===== src/hw/rtl/bdq_pkg.sv =====
package bdq_pkg;

	localparam int OP_W   = 4;
	localparam int DATA_W = 32;
	localparam int POS_W  = 6;
	localparam int LEN_W  = 6;
	localparam int STS_W  = 2;

	typedef enum logic [OP_W-1:0] {
		OP_PUSH_FRONT = 4'd0,
		OP_PUSH_BACK  = 4'd1,
		OP_POP_FRONT  = 4'd2,
		OP_POP_BACK   = 4'd3,
		OP_REPLACE    = 4'd4,
		OP_SEARCH     = 4'd5,
		OP_COUNT      = 4'd6,
		OP_LIST       = 4'd7,
		OP_CLEAR      = 4'd8
	} bdq_op_t;

	typedef enum logic [STS_W-1:0] {
		STS_OK      = 2'd0,
		STS_EMPTY   = 2'd1,
		STS_FULL    = 2'd2,
		STS_BAD_POS = 2'd3
	} bdq_status_t;

	typedef enum logic [2:0] {
		S_IDLE,
		S_EXEC,
		S_SRCH,
		S_SRCH_FIN,
		S_SRCH_OUT,
		S_LIST_RD,
		S_LIST_OUT
	} bdq_state_t;

	typedef enum logic [2:0] {
		UPD_NONE,
		UPD_PUSH_FRONT,
		UPD_PUSH_BACK,
		UPD_POP_FRONT,
		UPD_POP_BACK,
		UPD_REPLACE,
		UPD_CLEAR
	} bdq_upd_t;

	typedef struct packed {
		logic        load;
		logic        rd_en;
		logic        idx_inc;
		logic        cmp_en;
		bdq_upd_t    upd;
		logic        out_load;
		logic        out_elem;
		logic        out_found;
		bdq_status_t out_status;
		logic        out_last;
	} bdq_cmd_t;

	typedef struct packed {
		bdq_op_t op;
		logic    empty;
		logic    full;
		logic    pos_bad;
		logic    scan_last;
		logic    list_end;
		logic    out_free;
	} bdq_sts_t;

endpackage


===== src/hw/rtl/bdq_req_if.sv =====
interface bdq_req_if;
	import bdq_pkg::*;

	logic                     valid;
	logic                     ready;
	logic [OP_W-1:0]          operation;
	logic signed [DATA_W-1:0] value;
	logic [POS_W-1:0]         position;

	modport source (output valid, operation, value, position, input ready);
	modport sink (input valid, operation, value, position, output ready);

endinterface


===== src/hw/rtl/bdq_rsp_if.sv =====
interface bdq_rsp_if;
	import bdq_pkg::*;

	logic                     valid;
	logic                     ready;
	logic signed [DATA_W-1:0] element;
	logic                     found;
	logic [LEN_W-1:0]         length;
	logic [STS_W-1:0]         status;
	logic                     last;

	modport source (output valid, element, found, length, status, last, input ready);
	modport sink (input valid, element, found, length, status, last, output ready);

endinterface


===== src/hw/rtl/bdq_ram.sv =====
module bdq_ram #(
	parameter int WIDTH = 32,
	parameter int DEPTH = 32
) (
	input  logic                     clk,
	input  logic                     we,
	input  logic [$clog2(DEPTH)-1:0] waddr,
	input  logic [WIDTH-1:0]         wdata,
	input  logic                     re,
	input  logic [$clog2(DEPTH)-1:0] raddr,
	output logic [WIDTH-1:0]         rdata
);

	logic [WIDTH-1:0] mem [DEPTH];

	always_ff @(posedge clk) begin
		if (we) begin
			mem[waddr] <= wdata;
		end
		if (re) begin
			rdata <= mem[raddr];
		end
	end

endmodule


===== src/hw/rtl/bdq_ctrl.sv =====
module bdq_ctrl (
	input  logic              clk,
	input  logic              arst_n,
	input  logic              in_valid,
	output logic              in_ready,
	input  bdq_pkg::bdq_sts_t sts,
	output bdq_pkg::bdq_cmd_t cmd
);
	import bdq_pkg::*;

	bdq_state_t  state_q;
	bdq_state_t  state_d;
	bdq_status_t ex_sts;
	bdq_upd_t    ex_upd;
	logic        ex_walk;
	bdq_state_t  ex_walk_state;

	always_ff @(posedge clk or negedge arst_n) begin
		if (!arst_n) begin
			state_q <= S_IDLE;
		end else begin
			state_q <= state_d;
		end
	end

	always_comb begin
		state_d        = state_q;
		in_ready       = 1'b0;
		cmd            = '0;
		cmd.upd        = UPD_NONE;
		cmd.out_status = STS_OK;
		ex_sts         = STS_OK;
		ex_upd         = UPD_NONE;
		ex_walk        = 1'b0;
		ex_walk_state  = S_IDLE;
		case (state_q)
			S_IDLE: begin
				in_ready = 1'b1;
				if (in_valid) begin
					cmd.load = 1'b1;
					state_d  = S_EXEC;
				end
			end
			S_EXEC: begin
				case (sts.op)
					OP_PUSH_FRONT: begin
						if (sts.full) ex_sts = STS_FULL;
						else ex_upd = UPD_PUSH_FRONT;
					end
					OP_PUSH_BACK: begin
						if (sts.full) ex_sts = STS_FULL;
						else ex_upd = UPD_PUSH_BACK;
					end
					OP_POP_FRONT: begin
						if (sts.empty) ex_sts = STS_EMPTY;
						else ex_upd = UPD_POP_FRONT;
					end
					OP_POP_BACK: begin
						if (sts.empty) ex_sts = STS_EMPTY;
						else ex_upd = UPD_POP_BACK;
					end
					OP_REPLACE: begin
						if (sts.empty) ex_sts = STS_EMPTY;
						else if (sts.pos_bad) ex_sts = STS_BAD_POS;
						else ex_upd = UPD_REPLACE;
					end
					OP_SEARCH: begin
						if (sts.empty) begin
							ex_sts = STS_EMPTY;
						end else begin
							ex_walk       = 1'b1;
							ex_walk_state = S_SRCH;
						end
					end
					OP_LIST: begin
						if (sts.empty) begin
							ex_sts = STS_EMPTY;
						end else begin
							ex_walk       = 1'b1;
							ex_walk_state = S_LIST_RD;
						end
					end
					OP_CLEAR: begin
						ex_upd = UPD_CLEAR;
					end
					default: begin
					end
				endcase
				if (ex_walk) begin
					state_d = ex_walk_state;
				end else if (sts.out_free) begin
					cmd.upd        = ex_upd;
					cmd.out_load   = 1'b1;
					cmd.out_status = ex_sts;
					cmd.out_last   = 1'b1;
					state_d        = S_IDLE;
				end
			end
			S_SRCH: begin
				cmd.rd_en   = 1'b1;
				cmd.idx_inc = 1'b1;
				cmd.cmp_en  = 1'b1;
				if (sts.scan_last) begin
					state_d = S_SRCH_FIN;
				end
			end
			S_SRCH_FIN: begin
				cmd.cmp_en = 1'b1;
				state_d    = S_SRCH_OUT;
			end
			S_SRCH_OUT: begin
				if (sts.out_free) begin
					cmd.out_load  = 1'b1;
					cmd.out_found = 1'b1;
					cmd.out_last  = 1'b1;
					state_d       = S_IDLE;
				end
			end
			S_LIST_RD: begin
				cmd.rd_en   = 1'b1;
				cmd.idx_inc = 1'b1;
				state_d     = S_LIST_OUT;
			end
			S_LIST_OUT: begin
				if (sts.out_free) begin
					cmd.out_load = 1'b1;
					cmd.out_elem = 1'b1;
					cmd.out_last = sts.list_end;
					if (sts.list_end) begin
						state_d = S_IDLE;
					end else begin
						cmd.rd_en   = 1'b1;
						cmd.idx_inc = 1'b1;
					end
				end
			end
			default: begin
				state_d = S_IDLE;
			end
		endcase
	end

endmodule


===== src/hw/rtl/bdq_dp.sv =====
module bdq_dp #(
	parameter int DEPTH      = 32,
	parameter int VALUE_BITS = 32
) (
	input  logic                              clk,
	input  logic                              arst_n,
	input  bdq_pkg::bdq_cmd_t                 cmd,
	output bdq_pkg::bdq_sts_t                 sts,
	input  logic [bdq_pkg::OP_W-1:0]          in_operation,
	input  logic signed [bdq_pkg::DATA_W-1:0] in_value,
	input  logic [bdq_pkg::POS_W-1:0]         in_position,
	output logic                              out_valid,
	input  logic                              out_ready,
	output logic signed [bdq_pkg::DATA_W-1:0] out_element,
	output logic                              out_found,
	output logic [bdq_pkg::LEN_W-1:0]         out_length,
	output logic [bdq_pkg::STS_W-1:0]         out_status,
	output logic                              out_last
);
	import bdq_pkg::*;

	localparam int AW = $clog2(DEPTH);
	localparam int CW = $clog2(DEPTH + 1);
	localparam int PW = (CW > POS_W) ? CW : POS_W;
	localparam int LW = (CW > LEN_W) ? CW : LEN_W;
	localparam int EW = (VALUE_BITS > DATA_W) ? VALUE_BITS : DATA_W;

	logic [OP_W-1:0]          op_q;
	logic [VALUE_BITS-1:0]    val_q;
	logic [POS_W-1:0]         pos_q;
	logic [AW-1:0]            head_q;
	logic [AW-1:0]            head_d;
	logic [CW-1:0]            count_q;
	logic [CW-1:0]            count_d;
	logic [CW-1:0]            idx_q;
	logic                     found_q;
	logic                     pend_q;
	logic                     out_vld_q;
	logic signed [DATA_W-1:0] element_q;
	logic                     found_out_q;
	logic [LEN_W-1:0]         length_q;
	logic [STS_W-1:0]         status_q;
	logic                     last_q;

	logic signed [EW-1:0]  val_sx;
	logic [CW-1:0]         pos_off;
	logic [CW-1:0]         slot_off;
	logic [CW:0]           slot_sum;
	logic [CW:0]           slot_idx;
	logic [AW-1:0]         slot_addr;
	logic [AW-1:0]         head_dec;
	logic [AW-1:0]         head_inc;
	logic                  we;
	logic [AW-1:0]         waddr;
	logic [VALUE_BITS-1:0] rd_data;
	logic [EW-1:0]         elem_ext;
	logic [LW-1:0]         len_ext;
	logic                  out_free;

	assign val_sx   = EW'(in_value);
	assign pos_off  = CW'(pos_q - POS_W'(1));
	assign head_dec = (head_q == '0) ? AW'(DEPTH - 1) : head_q - AW'(1);
	assign head_inc = (head_q == AW'(DEPTH - 1)) ? '0 : head_q + AW'(1);

	always_comb begin
		case (cmd.upd)
			UPD_PUSH_BACK: slot_off = count_q;
			UPD_REPLACE:   slot_off = pos_off;
			default:       slot_off = idx_q;
		endcase
	end

	assign slot_sum  = (CW+1)'(head_q) + (CW+1)'(slot_off);
	assign slot_idx  = (slot_sum >= (CW+1)'(DEPTH)) ? slot_sum - (CW+1)'(DEPTH) : slot_sum;
	assign slot_addr = slot_idx[AW-1:0];

	always_comb begin
		head_d  = head_q;
		count_d = count_q;
		we      = 1'b0;
		waddr   = slot_addr;
		case (cmd.upd)
			UPD_PUSH_FRONT: begin
				head_d  = head_dec;
				count_d = count_q + CW'(1);
				we      = 1'b1;
				waddr   = head_dec;
			end
			UPD_PUSH_BACK: begin
				count_d = count_q + CW'(1);
				we      = 1'b1;
			end
			UPD_POP_FRONT: begin
				head_d  = head_inc;
				count_d = count_q - CW'(1);
			end
			UPD_POP_BACK: begin
				count_d = count_q - CW'(1);
			end
			UPD_REPLACE: begin
				we = 1'b1;
			end
			UPD_CLEAR: begin
				head_d  = '0;
				count_d = '0;
			end
			default: begin
			end
		endcase
	end

	bdq_ram #(
		.WIDTH (VALUE_BITS),
		.DEPTH (DEPTH)
	) u_ram (
		.clk   (clk),
		.we    (we),
		.waddr (waddr),
		.wdata (val_q),
		.re    (cmd.rd_en),
		.raddr (slot_addr),
		.rdata (rd_data)
	);

	assign out_free = !out_vld_q || out_ready;
	assign elem_ext = EW'(rd_data);
	assign len_ext  = LW'(count_d);

	always_ff @(posedge clk or negedge arst_n) begin
		if (!arst_n) begin
			head_q    <= '0;
			count_q   <= '0;
			idx_q     <= '0;
			found_q   <= 1'b0;
			pend_q    <= 1'b0;
			out_vld_q <= 1'b0;
		end else begin
			head_q  <= head_d;
			count_q <= count_d;
			pend_q  <= cmd.rd_en;
			if (cmd.load) begin
				idx_q <= '0;
			end else if (cmd.idx_inc) begin
				idx_q <= idx_q + CW'(1);
			end
			if (cmd.load) begin
				found_q <= 1'b0;
			end else if (cmd.cmp_en && pend_q && (rd_data == val_q)) begin
				found_q <= 1'b1;
			end
			if (cmd.out_load) begin
				out_vld_q <= 1'b1;
			end else if (out_ready) begin
				out_vld_q <= 1'b0;
			end
		end
	end

	always_ff @(posedge clk) begin
		if (cmd.load) begin
			op_q  <= in_operation;
			val_q <= val_sx[VALUE_BITS-1:0];
			pos_q <= in_position;
		end
		if (cmd.out_load) begin
			element_q   <= cmd.out_elem ? elem_ext[DATA_W-1:0] : '0;
			found_out_q <= cmd.out_found & found_q;
			length_q    <= len_ext[LEN_W-1:0];
			status_q    <= cmd.out_elem ? STS_OK : cmd.out_status;
			last_q      <= cmd.out_last;
		end
	end

	always_comb begin
		sts.op        = bdq_op_t'(op_q);
		sts.empty     = (count_q == '0);
		sts.full      = (count_q == CW'(DEPTH));
		sts.pos_bad   = (pos_q == '0) || (PW'(pos_q) > PW'(count_q));
		sts.scan_last = ((CW+1)'(idx_q) + (CW+1)'(1)) == (CW+1)'(count_q);
		sts.list_end  = (idx_q == count_q);
		sts.out_free  = out_free;
	end

	assign out_valid   = out_vld_q;
	assign out_element = element_q;
	assign out_found   = found_out_q;
	assign out_length  = length_q;
	assign out_status  = status_q;
	assign out_last    = last_q;

endmodule


===== src/hw/rtl/bounded_deque_with_search.sv =====
// Channel  Dir  Fields                                    Transaction when
// req      in   operation[3:0] value[31:0] position[5:0]  req.valid && req.ready
// rsp      out  element[31:0] found length[5:0]           rsp.valid && rsp.ready
//               status[1:0] last
//
// One operation at a time; req.ready is high only while the controller is idle.
// Push, pop, replace, count, clear: EXEC only. Search: SRCH scan, SRCH_FIN, SRCH_OUT.
// List: LIST_RD, then one element a cycle if rsp is free; single RAM read port.
// The registered rsp stage frees req while a result waits; rsp stalls hold list walks.
// Reset (arst_n low) empties the list at once; RAM contents are not cleared.
module bounded_deque_with_search #(
	parameter int DEPTH      = 32,
	parameter int VALUE_BITS = 32
) (
	input logic              clk,
	input logic              arst_n,
	bdq_req_if.sink          req,
	bdq_rsp_if.source        rsp
);
	import bdq_pkg::*;

	bdq_cmd_t cmd;
	bdq_sts_t sts;

	bdq_ctrl u_ctrl (
		.clk      (clk),
		.arst_n   (arst_n),
		.in_valid (req.valid),
		.in_ready (req.ready),
		.sts      (sts),
		.cmd      (cmd)
	);

	bdq_dp #(
		.DEPTH      (DEPTH),
		.VALUE_BITS (VALUE_BITS)
	) u_dp (
		.clk          (clk),
		.arst_n       (arst_n),
		.cmd          (cmd),
		.sts          (sts),
		.in_operation (req.operation),
		.in_value     (req.value),
		.in_position  (req.position),
		.out_valid    (rsp.valid),
		.out_ready    (rsp.ready),
		.out_element  (rsp.element),
		.out_found    (rsp.found),
		.out_length   (rsp.length),
		.out_status   (rsp.status),
		.out_last     (rsp.last)
	);

endmodule


===== src/flat_wrapper.sv =====
// flat-port wrapper written by rule: the top's interface ports become plain ports
module bounded_deque_with_search_flat import bdq_pkg::*;
#(
	parameter int DEPTH      = 32,
	parameter int VALUE_BITS = 32
)
  (clk, arst_n, req_valid, req_operation, req_value, req_position, req_ready, rsp_valid, rsp_element, rsp_found, rsp_length, rsp_status, rsp_last, rsp_ready);
  bdq_req_if req_i ();
  bdq_rsp_if rsp_i ();
  input logic clk;
  input logic arst_n;
  input wire logic [$bits(req_i.valid)-1:0] req_valid;
  input wire logic [$bits(req_i.operation)-1:0] req_operation;
  input wire logic [$bits(req_i.value)-1:0] req_value;
  input wire logic [$bits(req_i.position)-1:0] req_position;
  output wire logic [$bits(req_i.ready)-1:0] req_ready;
  output wire logic [$bits(rsp_i.valid)-1:0] rsp_valid;
  output wire logic [$bits(rsp_i.element)-1:0] rsp_element;
  output wire logic [$bits(rsp_i.found)-1:0] rsp_found;
  output wire logic [$bits(rsp_i.length)-1:0] rsp_length;
  output wire logic [$bits(rsp_i.status)-1:0] rsp_status;
  output wire logic [$bits(rsp_i.last)-1:0] rsp_last;
  input wire logic [$bits(rsp_i.ready)-1:0] rsp_ready;
  assign req_i.valid = req_valid;
  assign req_i.operation = req_operation;
  assign req_i.value = req_value;
  assign req_i.position = req_position;
  assign req_ready = req_i.ready;
  assign rsp_valid = rsp_i.valid;
  assign rsp_element = rsp_i.element;
  assign rsp_found = rsp_i.found;
  assign rsp_length = rsp_i.length;
  assign rsp_status = rsp_i.status;
  assign rsp_last = rsp_i.last;
  assign rsp_i.ready = rsp_ready;
  bounded_deque_with_search #(.DEPTH(DEPTH), .VALUE_BITS(VALUE_BITS)) u_core (.clk(clk), .arst_n(arst_n), .req(req_i), .rsp(rsp_i));
endmodule

===== config.mk =====
export PLATFORM = sky130hd
export DESIGN_NAME = bounded_deque_with_search_flat
export DESIGN_NICKNAME = d
export VERILOG_FILES = /design/src/hw/rtl/bdq_pkg.sv /design/src/hw/rtl/bdq_req_if.sv /design/src/hw/rtl/bdq_rsp_if.sv /design/src/hw/rtl/bdq_ram.sv /design/src/hw/rtl/bdq_ctrl.sv /design/src/hw/rtl/bdq_dp.sv /design/src/hw/rtl/bounded_deque_with_search.sv /design/src/flat_wrapper.sv
export SDC_FILE = /design/constraint.sdc
export NUM_CORES = 1
export LEC_CHECK = 0
export BUFFER_PORTS_ARGS = -buffer_cell sky130_fd_sc_hd__buf_2
export CAP_MARGIN = 15
export CORE_ASPECT_RATIO = 0.75
export CORE_MARGIN = 10
export CORE_UTILIZATION = 40
export DETAILED_ROUTE_END_ITERATION = 12
export SYNTH_ARGS = -nofsm -noshare
export SYNTH_HDL_FRONTEND = slang
export SYNTH_SLANG_ARGS = --single-unit

===== constraint.sdc =====
create_clock -name clk -period 6.8 [get_ports clk]
set_input_delay 0 -clock clk [delete_from_list [all_inputs] [get_ports clk]]
set_output_delay 0 -clock clk [all_outputs]
set_load 0.02 [all_outputs]

==> results_dict.tcl, run 1 <==
set metrics [dict create \
    drive_above_1_share_pct 31.08 \
    cp.required_ns 7.21 \
    antenna_left 0 \
    slew_viol_final 0 \
    status "finished, final reports clean" \
    synth_top_cell_area_share_pct 74.91 \
    drt-total-wl_mm 117.3 \
    numCtsBuffers 112 \
    route.detailed.drc 0 \
    via_per_inst 5.644 \
    worst_setup_path_end_kind "flop" \
    track_usage_pct 18.05 \
    yosysMostFrequentCell "edfxtp_1" \
    fin_crit_sh_pct 87.16 \
    firstDrtPassIters 5 \
    clk_path_buf_depth 3 \
    ys_types 65 \
    synth_area_leaders "edfxtp_1 (75%), mux4_2 (16%), dfrtp_1 (1.3%), mux2_4 (0.99%), xnor2_1 (0.86%)" \
    cts_resized 0 \
    async_flop_share_pct 1.978 \
    gp_congestion 0.8339 \
    yosys.area.top_type "edfxtp_1" \
    worst-r2r-setup-slack_ns 0.87 \
    p_clk_share_pct 24.0 \
    ys_ff_latch 1163 \
    clock_skew_ns 0.04616 \
    cts_tree "built" \
    dp_hpwl_mm 67.58 \
    cp_data_arrival_time_ns 6.33 \
    worst_slew_pin_slew_ns 1.178 \
    yosys-top-cells-count "edfxtp_1 (1,140), mux4_2 (320), clkbuf_1 (67)" \
    crit_fanout 23 \
    cts_setup_buffers 0 \
    synth_warnings 0 \
    antenna_found_initial 3 \
    io_pins 90 \
    synth_fp_nets 2119 \
    leakage_nw 17.03 \
    max-cap-violations 0 \
    die_y_um 312.7 \
    htreeDepth 3 \
    synth_edf_count 1140 \
    setup.worst_path.class "flop to flop" \
    hold_viol_final 0 \
    insertion_delay_ns 0.73 \
    grt_pass1_wl_mm 167.4 \
    setup_viol 0 \
    syn_area_per_cell_um2 22.29 \
    fin_nets 2406 \
    grt_pass1_vias 22600 \
    power.total_w 0.02607 \
    grt_start_max_net_pins 128 \
    vdd_drop_max_mv 0.6459 \
    numPortBuffers 89 \
    startpoint_type "flop" \
    syn_area_um2 45700 \
    period_minus_slack_ns 5.927 \
    die_w_um 410.3 \
    fin_area_um2 53500 \
    core_um2 113500 \
    rsz0062_at_grt "false" \
    p_switching_w 0.008722 \
    wl_per_cell_um 29.66 \
    place_area_um2 48910 \
    tns_ns 0 \
    slew_headroom_pct 20.90 \
    cts.sinks 1163 \
    rows 107 \
    vias 22330 \
    netSwitchingFraction_pct 33.46 \
    synth_ff_type "edfxtp_1" \
    initialDrtViolationCount 2474 \
    start_util_pct 40.25 \
    grt.overflow.total 0 \
    syn_inst 2050 \
    pwr_density_cell_nw_per_um2 487.3 \
    cts.clk_slew.worst_paths_ns 0.08 \
    combPwrFrac_pct 40.4 \
    seq_area_frac_synth_pct 76.17 \
    clock-root-buffer "clkbuf_16" \
    area_growth_pct 17.06 \
    clock.fmax_mhz 168.7 \
    seqPwrFrac_pct 35.6 \
    power.internal_w 0.01735 \
    die_area_um2 128300 \
    hp-class "input pin to flop" \
]
power groups by stage:
stage	logic (W)	clock network [W]	registers, W
global placement	0.0104	0	0.00944
detailed placement	0.0105	0	0.00945
finish	0.0105	0.00626	0.00928
floorplan	0.00685	0	0.00959
global route	0.0112	0.00669	0.00932
CTS	0.0106	0.00640	0.00930
final timing paths:
path	depth (start not counted)	endpoint	start
max reg2reg	18	u_core.u_dp.u_ram.mem[18][21]	u_core.u_dp.count_q[3]
min in group asynchronous	4	u_core.u_dp.head_q[4]	arst_n
max	18	u_core.u_dp.u_ram.mem[18][21]	u_core.u_dp.count_q[3]
max in group asynchronous	4	u_core.u_dp.idx_q[5]	arst_n
min reg2reg	0	u_core.u_dp.u_ram.mem[22][23]	u_core.u_dp.val_q[23]
min	2	u_core.u_dp.val_q[17]	req_value[17]
sequential cells by signal, summed over array words and instances, names as in the netlist, 3 cells and up:
register                 count
u_core.u_dp.out_length       6
u_core.u_dp.head_q           5
u_core.u_dp.op_q             4
u_core.u_dp.val_q           32
u_core.u_dp.out_element     32
u_core.u_ctrl.state_q        3
u_core.u_dp.u_ram.mem     1024
u_core.u_dp.pos_q            6
u_core.u_dp.idx_q            6
u_core.u_dp.count_q          6
u_core.u_dp.u_ram.rdata     32
layout make-up:
class	count	area, µm²
Tap cell	1526	1909
Inverter	19	71.32
Fill cell	9369	60030
Multi-Input combinational cell	772	10750
Clock buffer	132	2878
Antenna cell	1	2.502
Clock inverter	74	797.0
Sequential cell	1163	34810
Timing Repair Buffer	269	2282
per-stage QoR:
step	cells	utilization (%)	hold slack [ns]	setup slack (ns)
5_1_grt	3955	47.12	0.01839	0.4082
6_report	3956	47.12	0.03794	0.8733
3_5_place_dp	3663	43.08	0.05907	0.9519
4_1_cts	3953	47.07	0.005891	0.8801
2_1_floorplan	2050	-	-0.2956	0.4800
3_3_place_gp	3663	43.08	0.04950	1.001
cell usage in the layout, fill, tap and decap left out, types with 20 or more instances in the layout:
master,count
edfxtp_1,1140
mux4_2,320
clkbuf_16,112
buf_2,89
dlygate4sd3_1,83
buf_4,76
nand2_1,47
xnor2_1,43
and2_1,36
nor2_1,35
mux2_4,30
a21oi_1,26
nor2_4,25
clkinv_1,23
dfrtp_1,23
nor3_1,21
ha_1,20
clkbuf_1,20
what timing repair did:
item	CTS	global route
endpoints found under the setup margin	0	0
endpoints found under the hold margin	71	0
hold buffers	84	0
per-layer routing:
layer	share of wire [%]	track usage (%)
met1	44	27.41
met2	44	26.02
met3	9.6	4.761
met4	1.8	3.927
met5	0	0
worst max-delay path, cell delays in order, from the launching register on:
cell and delay, ns:
dfrtp_1 0.53, inv_1 0.14, ha_1 0.31, and4_1 0.24
o21a_1 0.13, o31ai_1 0.36, nand3_1 0.30, o221ai_1 0.36
ha_4 0.18, inv_1 0.05, fa_4 0.51, o21ai_0 0.35
xor2_1 0.39, nand2_1 0.14, nor3_1 0.17, nor3_1 0.09
buf_4 0.18, nor2_4 0.83, buf_4 0.31
cell families (layout without fill, tap and decap cells):
logic type / Yosys count / after routing / share of synthesized area [%]
compound gates: 92 / 92 / 1.333
xor+xnor: 64 / 64 / 1.227
fa+ha+maj: 24 / 24 / 0.6872
buf+inv: 115 / 494 / 1.040
flops: 1163 / 1163 / 76.17
mux: 353 / 353 / 16.83
other cells: 0 / 1 / 0
simple gates: 239 / 239 / 2.719
Note: power is estimated with default switching activity, not from simulation.
==> run 2, diff against run 1 <==
CORE_UTILIZATION = 25   (was 40)
CTS_CLUSTER_DIAMETER = 50   (was not set)
==> run 2 against run 1 <==
Net effect:
- via count is 1.5% lower
- routed wire length is 1.9% lower
- setup slack improved by 0.059 ns
- combinational power is 8% lower
- clock-buffer cell count rose by 1
- final cell count grew 22%
- critical endpoint is now u_core.u_dp.u_ram.mem[17][23]
- largest power group unchanged
==> results_dict.tcl, run 2 (same netlist as run 1, synthesis figures left out) <==
set metrics [dict create \
    status "finished, final reports clean" \
    hold_ws_ns 0.03898 \
    setup_viol 0 \
    track_usage_pct 11.19 \
    max-cap-violations 0 \
    die_y_um 390.3 \
    die_w_um 513.7 \
    antenna_left 0 \
    tns_ns 0 \
    gp_congestion 0.7749 \
    vdd_drop_max_mv 0.9375 \
    fillCellCount 17480 \
    numCtsBuffers 112 \
    pwr_density_cell_nw_per_um2 463.0 \
    place_area_um2 49910 \
    slew_headroom_pct 25.37 \
    route.detailed.drc 0 \
    largest-register "u_core.u_dp.u_ram.mem" \
    numPortBuffers 89 \
    slew_viol_final 0 \
    insertion_delay_ns 0.73 \
    fin_area_um2 54170 \
    fin_nets 2394 \
    hp-class "input pin to flop" \
    cts_tree "built" \
    grt_pass1_wl_mm 165.7 \
    grt_start_max_net_pins 110 \
    cts_setup_buffers 0 \
    setup.worst_path.class "flop to flop" \
    area_growth_pct 18.54 \
    drive_above_1_share_pct 31.26 \
    dp_hpwl_mm 67.15 \
    wl_per_cell_um 23.92 \
    firstDrtPassIters 5 \
    start_util_pct 25.24 \
    startpoint_type "flop" \
    final_common_cell "edfxtp_1" \
    power.total_w 0.02508 \
    hold_buffers 70 \
    cp.required_ns 7.19 \
    vias 21990 \
    grt_pass1_vias 22230 \
    antenna_found_initial 2 \
    io_pins 90 \
    rsz0062_at_grt "false" \
    cp_data_arrival_time_ns 6.26 \
    leakage_nw 16.88 \
    htreeDepth 3 \
    grt.overflow.total 0 \
    clock-root-buffer "clkbuf_16" \
    period_minus_slack_ns 5.868 \
    cts.sinks 1163 \
    cts.clk_slew.worst_paths_ns 0.06 \
    via_per_inst 4.569 \
    final_cell_mix "edfxtp_1 (1,140), mux4_2 (320), clkbuf_16 (113)" \
    rows 135 \
    hold_viol_final 0 \
    cts_resized 0 \
    largest_reg_flops 1024 \
    clock.fmax_mhz 170.4 \
    worst_setup_path_end_kind "flop" \
    initialDrtViolationCount 2919 \
    drt-total-wl_mm 115.1 \
    clock_skew_ns 0.03838 \
    die_area_um2 200500 \
    core_um2 181100 \
    worst_slew_pin_slew_ns 1.119 \
    clk_path_buf_depth 3 \
    fin_crit_sh_pct 86.29 \
    crit_fanout 16 \
]
## run 2: worst paths after layout
kind                                   startpoint                            end  slack, ns  cells after the start
hold / removal                      req_value[12]          u_core.u_dp.val_q[12]       0.04                      2
setup / recovery           u_core.u_dp.count_q[5]  u_core.u_dp.u_ram.mem[17][23]       0.93                     18
hold reg to reg               u_core.u_dp.found_q            u_core.u_dp.found_q       0.55                      2
setup reg to reg           u_core.u_dp.count_q[5]  u_core.u_dp.u_ram.mem[17][23]       0.93                     18
min in group asynchronous                  arst_n         u_core.u_dp.count_q[1]       0.32                      4
max in group asynchronous                  arst_n            u_core.u_dp.found_q       6.32                      4
## run 2: routing by layer
layer / vias up / global-route usage [%] / routed length [µm]
met5: - / 0 / 0
met4: 0 / 2.840 / 2488
met3: 154 / 2.269 / 7719
met2: 762 / 17.27 / 53140
met1: 11920 / 16.09 / 51770
li1: 9153 / - / -
## run 2: layout make-up
type                            count  area (µm²)  share of cell area (%)
Clock inverter                     71       636.9                   1.176
Sequential cell                  1163       34810                   64.26
Timing Repair Buffer              257        2002                   3.696
Clock buffer                      133        2903                   5.359
Tap cell                         2397        2999                   5.536
Multi-Input combinational cell    772       10750                   19.84
Antenna cell                        1       2.502                0.004619
Inverter                           19       71.32                  0.1317
## run 2: worst max-delay path, cell delays in order, from the launching register on
cell and delay, ns:
dfrtp_1 0.58, inv_1 0.10, ha_1 0.32, and4_1 0.23, o21a_1 0.12, o31ai_1 0.35
nand3_1 0.27, o221ai_1 0.35, ha_4 0.18, inv_1 0.05, fa_4 0.51, o21ai_0 0.34
xor2_1 0.40, nand2_1 0.12, nor3_1 0.18, nor3_1 0.16, clkbuf_2 0.18, nor2_4 0.66
buf_4 0.39
## run 2: power by group
part | total [W] | switching, W | internal (W) | leakage, nW
registers | 0.00940 | 0.000514 | 0.00888 | 10.6
logic | 0.00961 | 0.00478 | 0.00483 | 4.57
clock network | 0.00607 | 0.00274 | 0.00334 | 1.72
## run 2: stage by stage
| step | utilization, % | instances | worst slack, ns |
|---|---|---|---|
| after floorplan | - | 2050 | 0.4800 |
| after global placement | 27.57 | 4537 | 0.9624 |
| after detailed placement | 27.57 | 4537 | 0.9635 |
| after CTS | 29.91 | 4811 | 0.9290 |
| after global routing | 29.92 | 4812 | 0.4207 |
| final | 29.92 | 4813 | 0.9322 |
==> run 3, diff against run 2 <==
--- a/config.mk
+++ b/config.mk
@@ -8,3 +8,2 @@
 export BUFFER_PORTS_ARGS = -buffer_cell sky130_fd_sc_hd__buf_2
-export CAP_MARGIN = 15
 export CORE_ASPECT_RATIO = 0.75
--- a/constraint.sdc
+++ b/constraint.sdc
@@ -3,2 +3,2 @@
 set_output_delay 0 -clock clk [all_outputs]
-set_load 0.02 [all_outputs]
+set_load 0.05 [all_outputs]
==> run 3 against run 2 <==
Net effect:
- die area unchanged
- flip-flop and latch count unchanged
- total power up 1.2%
- setup slack worse by 0.00079 ns
- clock skew down 0.00090 ns
- largest power group unchanged
- register-to-register slack about the same
- routed wire length up 0.12%
- sequential power about the same
- largest cell class unchanged
- via count down 0.29%
- combinational power up 3.1%
- utilization about the same
==> results_dict.tcl, run 3 (same netlist as run 1, synthesis figures left out) <==
set metrics [dict create \
    status "finished, final reports clean" \
    fin_area_um2 54170 \
    numCtsBuffers 112 \
    core_um2 181100 \
    cp.required_ns 7.24 \
    dp.cells 4537 \
    worst_setup_path_end_kind "flop" \
    htreeDepth 3 \
    drt-total-wl_mm 115.2 \
    grt_start_max_net_pins 110 \
    slew_viol_final 0 \
    cp_data_arrival_time_ns 6.31 \
    pwr_density_cell_nw_per_um2 468.7 \
    grt_pass1_vias 22230 \
    hp-class "input pin to flop" \
    instances_no_fill 4812 \
    vdd_drop_max_mv 0.9378 \
    grt_pass1_wl_mm 165.7 \
    largest_reg_flops 1024 \
    crit_fanout 16 \
    area_growth_pct 18.52 \
    route.detailed.drc 0 \
    initialDrtViolationCount 2848 \
    setup_viol 0 \
    slew_headroom_pct 16.50 \
    cts_tree "built" \
    place_area_um2 49910 \
    largest-register "u_core.u_dp.u_ram.mem" \
    startpoint_type "flop" \
    die_y_um 390.3 \
    tns_ns 0 \
    fin_nets 2393 \
    final_cell_mix "edfxtp_1 (1,140), mux4_2 (320), clkbuf_16 (113)" \
    hold_start "req_value[12]" \
    worst_r2r_endpoint "u_core.u_dp.u_ram.mem[17][22]" \
    max-cap-violations 0 \
    insertion_delay_ns 0.73 \
    dp_hpwl_mm 67.15 \
    grt.overflow.total 0 \
    rsz0062_at_grt "false" \
    leakage_nw 16.87 \
    die_w_um 513.7 \
    track_usage_pct 11.19 \
    worst_r2r_path_depth 14 \
    rr_startpoint "u_core.u_ctrl.state_q[1]" \
    place_ws_ns 0.9635 \
    antenna_left 0 \
    final_common_cell "edfxtp_1" \
    worst_slew_pin_slew_ns 1.243 \
    clock-root-buffer "clkbuf_16" \
    setup.worst_path.class "flop to flop" \
    numPortBuffers 89 \
    rows 135 \
    fin_crit_sh_pct 86.30 \
    antenna_found_initial 2 \
    fillCellCount 17480 \
    hold_ws_ns 0.03895 \
    vias 21930 \
    via_per_inst 4.557 \
    period_minus_slack_ns 5.869 \
    min_to "u_core.u_dp.val_q[12]" \
    hold_viol_final 0 \
    io_pins 90 \
    die_area_um2 200500 \
    cts.sinks 1163 \
    start_util_pct 25.24 \
    firstDrtPassIters 5 \
    cts.clk_slew.worst_paths_ns 0.06 \
    clk_path_buf_depth 3 \
    drive_above_1_share_pct 31.23 \
    worst-r2r-setup-slack_ns 0.93 \
    clock_skew_ns 0.03748 \
    hold_depth 2 \
    wl_per_cell_um 23.95 \
    cts_setup_buffers 0 \
    clock.fmax_mhz 170.4 \
    setup_slack_ns 0.9315 \
    gp_congestion 0.7749 \
]
-- run 3: how the worst max path moves through the flow --
stage | from | endpoint | slack [ns] | cells after the start
final | u_core.u_ctrl.state_q[1] | u_core.u_dp.u_ram.mem[17][22] | 0.93 | 14
after global routing | u_core.u_ctrl.state_q[2] | u_core.u_dp.u_ram.mem[17][23] | 0.42 | 14
after CTS | u_core.u_ctrl.state_q[1] | u_core.u_dp.u_ram.mem[17][23] | 0.93 | 14
after detailed placement | u_core.u_ctrl.state_q[1] | u_core.u_dp.u_ram.mem[17][23] | 0.96 | 14
after global placement | u_core.u_dp.count_q[5] | u_core.u_dp.u_ram.rdata[2] | 0.96 | 16
after floorplan | u_core.u_dp.count_q[3] | u_core.u_dp.u_ram.mem[12][0] | 0.48 | 17
-- run 3: power by group --
| group | total [W] | switching [W] | internal [W] |
|---|---|---|---|
| clock | 0.00608 | 0.00274 | 0.00334 |
| sequential | 0.00940 | 0.000513 | 0.00888 |
| combinational | 0.00991 | 0.00508 | 0.00483 |
| total | 0.0254 | 0.00834 | 0.0171 |
-- run 3: through the flow --
stage                     total power, W  util (%)
after detailed placement         0.01961     27.57
after CTS                        0.02572     29.91
after global placement           0.01952     27.57
after floorplan                  0.01674         -
after global routing             0.02654     29.91
final                            0.02539     29.91
-- run 3: worst max-delay path, stage by stage, from the launching register on --
cell	delay, ns
dfrtp_1	0.51
nor4b_2	0.59
nor2b_1	0.55
nand3_1	0.33
o221ai_1	0.35
ha_4	0.18
inv_1	0.05
fa_4	0.51
o21ai_0	0.34
xor2_1	0.23
nand2_1	0.13
nor3_1	0.05
nor3_1	0.99
nor2_4	0.40
buf_4	0.35
-- run 3: timing repair --
item                                   CTS  global route
endpoints found under the hold margin   81             0
gates resized for setup                  0             0
hold buffers                            70             0
-- run 3: layer usage --
metal | vias to the layer above | GRT usage [%] | wire (µm)
li1 | 9146 | - | -
met1 | 11860 | 16.09 | 51710
met2 | 773 | 17.27 | 53170
met3 | 151 | 2.269 | 7909
met4 | 0 | 2.840 | 2454
met5 | - | 0 | 0
-- run 3: layout make-up --
class / count / area, µm² / area share (%)
inverter: 19 / 71.32 / 0.1317
tap: 2397 / 2999 / 5.537
multi-input combinational: 772 / 10750 / 19.84
clock inverter: 71 / 636.9 / 1.176
antenna: 1 / 2.502 / 0.004620
sequential: 1163 / 34810 / 64.26
clock buffer: 133 / 2903 / 5.359
timing repair buffer: 256 / 1997 / 3.687
